`config.mk`:
```
export PLATFORM = sky130hd
export DESIGN_NAME = stable_min_priority_queue
export DESIGN_NICKNAME = d
export VERILOG_FILES = /design/src/sv/smpq_pkg.sv /design/src/sv/smpq_cell.sv /design/src/sv/stable_min_priority_queue.sv
export SDC_FILE = /design/constraint.sdc
export NUM_CORES = 2
export LEC_CHECK = 0
export ABC_AREA = 1
export BUFFER_PORTS_ARGS = -buffer_cell sky130_fd_sc_hd__buf_4
export CORE_MARGIN = 1.5
export CORE_UTILIZATION = 31
export CTS_BUF_LIST = sky130_fd_sc_hd__clkbuf_8
export CTS_CLUSTER_DIAMETER = 150
export DETAILED_ROUTE_END_ITERATION = 10
export GPL_ROUTABILITY_DRIVEN = 0
export PLACE_DENSITY = 0.53
export RECOVER_POWER = 50
export SKIP_CTS_REPAIR_TIMING = 1
export SYNTH_ARGS = -nofsm -noshare
export SYNTH_HDL_FRONTEND = slang
export SYNTH_HIERARCHICAL = 1
export SYNTH_SLANG_ARGS = --single-unit
```
`constraint.sdc`:
```
create_clock -name clock -period 6.3 [get_ports clock]
set_input_delay 0.945 -clock clock [delete_from_list [all_inputs] [get_ports clock]]
set_output_delay 0.945 -clock clock [all_outputs]
set_load 0.05 [all_outputs]
```
`src/sv/smpq_pkg.sv`:
```
// ----------------------------------------------------------------------------
// smpq_pkg: shared types and constants of the stable min priority queue
// operation codes, cell control and fixed field widths
// ----------------------------------------------------------------------------
`default_nettype none

package smpq_pkg;

   localparam int PRIO_W     = 64;
   localparam int OP_W       = 2;
   localparam int RSP_DATA_W = 16;
   localparam int REQ_DATA_W = PRIO_W + RSP_DATA_W;
   localparam int RSP_USER_W = 3;

   // request operation codes, the fourth code is a no-op
   typedef enum logic [OP_W-1:0] {
      OP_PUSH = 2'd0,
      OP_POP  = 2'd1,
      OP_PEEK = 2'd2
   } op_type;

   // per-cycle command broadcast to every cell
   typedef struct packed {
      logic push;
      logic pop;
   } cell_ctrl_type;

endpackage

`default_nettype wire

```
`src/sv/smpq_cell.sv`:
```
// ----------------------------------------------------------------------------
// smpq_cell: one slot of the sorted chain
// holds one entry, compares it with the pushed key and shifts with neighbors
// ----------------------------------------------------------------------------
`default_nettype none

module smpq_cell
   import smpq_pkg::*;
#(
   parameter int PAYLOAD_BITS = 16
) (
   input  wire logic                    clock,
   input  wire cell_ctrl_type           ctrl,
   input  wire logic                    occupied,
   input  wire logic [PRIO_W-1:0]       new_prio,
   input  wire logic [PAYLOAD_BITS-1:0] new_payload,
   input  wire logic                    left_le,
   input  wire logic [PRIO_W-1:0]       left_prio,
   input  wire logic [PAYLOAD_BITS-1:0] left_payload,
   input  wire logic [PRIO_W-1:0]       right_prio,
   input  wire logic [PAYLOAD_BITS-1:0] right_payload,
   output logic                         self_le,
   output logic [PRIO_W-1:0]            prio,
   output logic [PAYLOAD_BITS-1:0]      payload
);

   logic [PRIO_W-1:0]       prio_ff, prio_in;
   logic [PAYLOAD_BITS-1:0] payload_ff, payload_in;

   // an empty slot counts as larger than any key
   assign self_le = occupied && (prio_ff <= new_prio);

   always_comb begin
      prio_in    = prio_ff;
      payload_in = payload_ff;
      if (ctrl.push && !self_le) begin
         if (left_le) begin
            prio_in    = new_prio;
            payload_in = new_payload;
         end else begin
            prio_in    = left_prio;
            payload_in = left_payload;
         end
      end else if (ctrl.pop) begin
         prio_in    = right_prio;
         payload_in = right_payload;
      end
   end

   always_ff @(posedge clock) begin
      prio_ff    <= prio_in;
      payload_ff <= payload_in;
   end

   assign prio    = prio_ff;
   assign payload = payload_ff;

endmodule

`default_nettype wire

```
`src/sv/stable_min_priority_queue.sv`:
```
// ----------------------------------------------------------------------------
// stable_min_priority_queue: sorted insertion priority queue
// a row of cells kept in priority order, head at cell zero, stable for ties
// ----------------------------------------------------------------------------
//
//  channel  direction  tdata                             tuser
//  req      in         priority[63:0], payload[79:64]    op[1:0]
//  rsp      out        result_payload[15:0]              valid, empty, dropped
//
//  one request per cycle unless a stalled response holds req_tready low: every
//  cell compares against the pushed key at once and all cells shift in the same edge
//  the response is registered and appears the cycle after the request
//  req_tready stays high while the response register is free or being taken
//  reset empties the queue by clearing the entry count only
//  a stalled response holds, and the next request waits behind it
// ----------------------------------------------------------------------------
`default_nettype none

module stable_min_priority_queue
   import smpq_pkg::*;
#(
   parameter int DEPTH        = 16,
   parameter int PAYLOAD_BITS = 16
) (
   input  wire logic                  clock,
   input  wire logic                  reset,
   // request channel
   input  wire logic                  req_tvalid,
   output logic                       req_tready,
   input  wire logic [REQ_DATA_W-1:0] req_tdata,  // priority[63:0], payload[79:64]
   input  wire logic [OP_W-1:0]       req_tuser,  // op[1:0]
   // response channel
   output logic                       rsp_tvalid,
   input  wire logic                  rsp_tready,
   output logic [RSP_DATA_W-1:0]      rsp_tdata,  // result_payload[15:0]
   output logic [RSP_USER_W-1:0]      rsp_tuser   // result_valid, queue_empty, push_dropped
);

   localparam int CNT_W = $clog2(DEPTH + 1);

   // entry count and occupancy
   logic [CNT_W-1:0] count_ff, count_in;
   logic             is_empty, is_full;
   logic [DEPTH-1:0] occupied;

   // request decode
   logic                    accept;
   op_type                  op;
   logic [PRIO_W-1:0]       req_prio;
   logic [PAYLOAD_BITS-1:0] req_payload;
   logic [63:0]             req_payload_ext;
   cell_ctrl_type           ctrl;

   // chain taps
   logic [PRIO_W-1:0]       cell_prio    [DEPTH];
   logic [PAYLOAD_BITS-1:0] cell_payload [DEPTH];
   logic [DEPTH-1:0]        cell_le;
   logic [63:0]             head_ext;

   // response register
   logic                  rsp_valid_ff, rsp_valid_in;
   logic [RSP_DATA_W-1:0] rsp_data_ff, rsp_data_in;
   logic [RSP_USER_W-1:0] rsp_user_ff, rsp_user_in;
   logic                  res_valid, res_empty, res_dropped;

   assign is_empty = (count_ff == '0);
   assign is_full  = (count_ff == CNT_W'(DEPTH));

   // response register frees up when taken, so requests keep flowing
   assign req_tready = !rsp_valid_ff || rsp_tready;
   assign accept     = req_tvalid && req_tready;

   assign op              = op_type'(req_tuser);
   assign req_prio        = req_tdata[PRIO_W-1:0];
   assign req_payload_ext = 64'(req_tdata[REQ_DATA_W-1:PRIO_W]);
   assign req_payload     = req_payload_ext[PAYLOAD_BITS-1:0];

   assign head_ext = 64'(cell_payload[0]);

   // commands and response fields
   always_comb begin
      ctrl        = '0;
      res_valid   = 1'b0;
      res_dropped = 1'b0;
      res_empty   = is_empty;
      count_in    = count_ff;
      case (op)
         OP_PUSH: begin
            if (is_full) begin
               res_dropped = 1'b1;
            end else begin
               ctrl.push = accept;
               res_empty = 1'b0;
               if (accept) count_in = count_ff + 1'b1;
            end
         end
         OP_POP: begin
            if (!is_empty) begin
               ctrl.pop  = accept;
               res_valid = 1'b1;
               res_empty = (count_ff == CNT_W'(1));
               if (accept) count_in = count_ff - 1'b1;
            end
         end
         OP_PEEK: begin
            res_valid = !is_empty;
         end
         default: begin
         end
      endcase
   end

   // row of cells, each sees its left and right neighbor
   for (genvar i = 0; i < DEPTH; i++) begin : g_cell
      logic [PRIO_W-1:0]       left_prio, right_prio;
      logic [PAYLOAD_BITS-1:0] left_payload, right_payload;
      logic                    left_le;

      assign occupied[i] = (count_ff > CNT_W'(i));

      if (i == 0) begin : g_head
         // nothing ahead of the head, a push that reaches it lands here
         assign left_le      = 1'b1;
         assign left_prio    = '0;
         assign left_payload = '0;
      end else begin : g_body
         assign left_le      = cell_le[i-1];
         assign left_prio    = cell_prio[i-1];
         assign left_payload = cell_payload[i-1];
      end

      if (i == DEPTH - 1) begin : g_tail
         assign right_prio    = '0;
         assign right_payload = '0;
      end else begin : g_inner
         assign right_prio    = cell_prio[i+1];
         assign right_payload = cell_payload[i+1];
      end

      smpq_cell #(
         .PAYLOAD_BITS(PAYLOAD_BITS)
      ) u_cell (
         .clock        (clock),
         .ctrl         (ctrl),
         .occupied     (occupied[i]),
         .new_prio     (req_prio),
         .new_payload  (req_payload),
         .left_le      (left_le),
         .left_prio    (left_prio),
         .left_payload (left_payload),
         .right_prio   (right_prio),
         .right_payload(right_payload),
         .self_le      (cell_le[i]),
         .prio         (cell_prio[i]),
         .payload      (cell_payload[i])
      );
   end

   // response register next values
   always_comb begin
      rsp_valid_in = rsp_valid_ff;
      rsp_data_in  = rsp_data_ff;
      rsp_user_in  = rsp_user_ff;
      if (accept) begin
         rsp_valid_in = 1'b1;
         rsp_data_in  = res_valid ? head_ext[RSP_DATA_W-1:0] : '0;
         rsp_user_in  = {res_dropped, res_empty, res_valid};
      end else if (rsp_tready) begin
         rsp_valid_in = 1'b0;
      end
   end

   always_ff @(posedge clock) begin
      if (reset) begin
         count_ff     <= '0;
         rsp_valid_ff <= 1'b0;
      end else begin
         count_ff     <= count_in;
         rsp_valid_ff <= rsp_valid_in;
      end
   end

   always_ff @(posedge clock) begin
      rsp_data_ff <= rsp_data_in;
      rsp_user_ff <= rsp_user_in;
   end

   assign rsp_tvalid = rsp_valid_ff;
   assign rsp_tdata  = rsp_data_ff;
   assign rsp_tuser  = rsp_user_ff;

endmodule

`default_nettype wire

```
==> summary.txt <==
reg-to-reg startpoint: count_ff[1]
largest net degree at the start of global routing: 185
status: complete, but fails checks
failing checks: capacitance limit, slew limit
DRC: 0
worst skew pair latency: 1.02 ns
share of cells above drive strength 1: 6.55%
CP endpoint kind: flip-flop
Ys Warns: 6
Reg clk slew, reported paths: 0.06 ns
root buf cell: clkbuf_8
clock sink count: 1,305
Inst Count DP: 16,600
Initial Utilization: 31.2%
worst-path fanout max: 41
Period minus WS final: 5.19 ns
first-pass GRT wire length: 463,000 microns
Final Max Slew Viols: 314
total CTS buffers: 248
Min-Delay Startpoint: reset
initial antenna violation count: 10
reg-to-reg slack, setup: 1.11 ns
leakage: 51.4 nW
number of DRC markers in iteration 0: 6,907
hold path endpoint: rsp_tvalid
post-route antenna net violation count: 0
worst reg2reg path endpoint: g_cell[14].u_cell/prio[39]
Final Util: 33.9%
routed len/inst: 17.1 microns
max frequency: 193 MHz
io pins: 107
Vias/cell: 4.83
R2R cell count: 9
critical path startpoint category: flip-flop
crit path DAT: 5.86 ns
CTS Buffer Depth: 4
CTS tree: built
Port Buffers: 106
DP HPWL: 215,000 microns
Critical Path RT: 6.97 ns
total grt overflow: 0
final worst path period share: 82.3%
Mapped Avg Cell Area: 7.80 sq um
worst hold stages: 2
Syn-to-layout area delta: 8.72%
final std cells w/o fill: 17,100
Max Cap Viol: 6
Mapped Area: 99,200 sq um
critical path class: reg2reg
full die area: 323,000 sq um
worst slew pin tran: 2.33 ns
drt pass-1 iters: 6
all-layer global routing usage: 17.6%
htree depth: 4
peak supply drop: 0.000146 V
RSZ-0062 raised after global routing: false
Mapped Cells: 12,700
die height: 569 microns
pwr dens: 214 nW/um^2
Die W: 569 microns
Rows: 207
max_slew headroom: -55.0%
worst min path class: in2reg
Vias: 82,400
Core ar.: 318,000 sq um
Final Hold Vio Count: 0
final setup fails: 0
Setup Skew: 0.0509 ns
vias in the first global route: 80,200
drt total wl: 292,000 microns
Total Nets Final: 13,800
setup tns final: 0 ns
## critical path, stage by stage, from the launching register on
cell	delay [ns]
dfxtp_1	0.46
inv_1	0.18
ha_1	0.27
nand3_1	0.49
nand2_1	0.11
nor2_1	1.58
clkbuf_1	0.60
inv_1	0.23
nand2_4	0.53
buf_12	0.32
## placed cells by master (no fill, tap or decap), drive strengths merged, types with 2 or more instances in the layout
cell / instances
a21o: 16
a21oi: 1478
buf: 194
bufinv: 3
clkbuf: 294
clkinv: 78
conb: 161
dfxtp: 6
diode: 2
edfxtp: 1299
ha: 1033
inv: 1391
mux2: 272
nand2: 3591
nand3: 1383
nand3b: 16
nand4: 114
nor2: 1316
nor3: 49
nor4: 16
o21a: 48
o21ai: 102
o21bai: 16
## power by group
group / total (W) / switching, W / internal, W
Clock: 0.00771 / 0.00386 / 0.00384
Combinational: 0.00478 / 0.00321 / 0.00156
Sequential: 0.0106 / 0.000380 / 0.0102
## metal layers
layer / track usage, % / wire length (microns)
met4: 4.00 / 5950
met3: 2.00 / 15200
met2: 26.9 / 121000
met5: 0 / 124
met1: 26.3 / 150000
## how the worst max path moves through the flow
stage | startpoint | end | cells past startpoint
finish | count_ff[1] | g_cell[14].u_cell/prio[39] | 9
detailed placement | req_tdata[41] | g_cell[4].u_cell/prio[24] | 19
CTS | count_ff[1] | g_cell[14].u_cell/prio[56] | 10
global placement | req_tdata[41] | g_cell[4].u_cell/prio[24] | 19
floorplan | rsp_tready | g_cell[0].u_cell/payload[0] | 8
global route | count_ff[0] | g_cell[11].u_cell/prio[34] | 12
## final cells by class
class                      count  area [sq um]
clock buffer                 258          3550
timing repair buffer         230          2100
multi-input combinational   9616         52200
tap                         4180          5230
clock inverter               174           756
inverter                    1299          4910
fill                       33900        210000
antenna                        2          5.00
sequential                  1305         39100
## state kept, by name, summed over array words and instances (netlist names)
| register | count |
|---|---|
| rsp_tvalid | 1 |
| g_cell.u_cell/payload | 256 |
| count_ff | 5 |
| rsp_tdata | 16 |
| rsp_tuser | 3 |
| g_cell.u_cell/prio | 1024 |
## metrics by stage
| stage | hold WS [ns] | total power, W | area (sq um) | setup slack (ns) |
|---|---|---|---|---|
| 2_1_floorplan | 0.487 | 0.0142 | 99800 | 1.56 |
| 3_3_place_gp | 0.490 | 0.0155 | 104000 | 1.28 |
| 3_5_place_dp | 0.496 | 0.0156 | 104000 | 1.29 |
| 4_1_cts | 0.0946 | 0.0234 | 108000 | 2.11 |
| 5_1_grt | 0.137 | 0.0245 | 108000 | 0.989 |
| 6_report | 0.183 | 0.0231 | 108000 | 1.11 |
No activity file was read; power rests on OpenSTA's default activity.
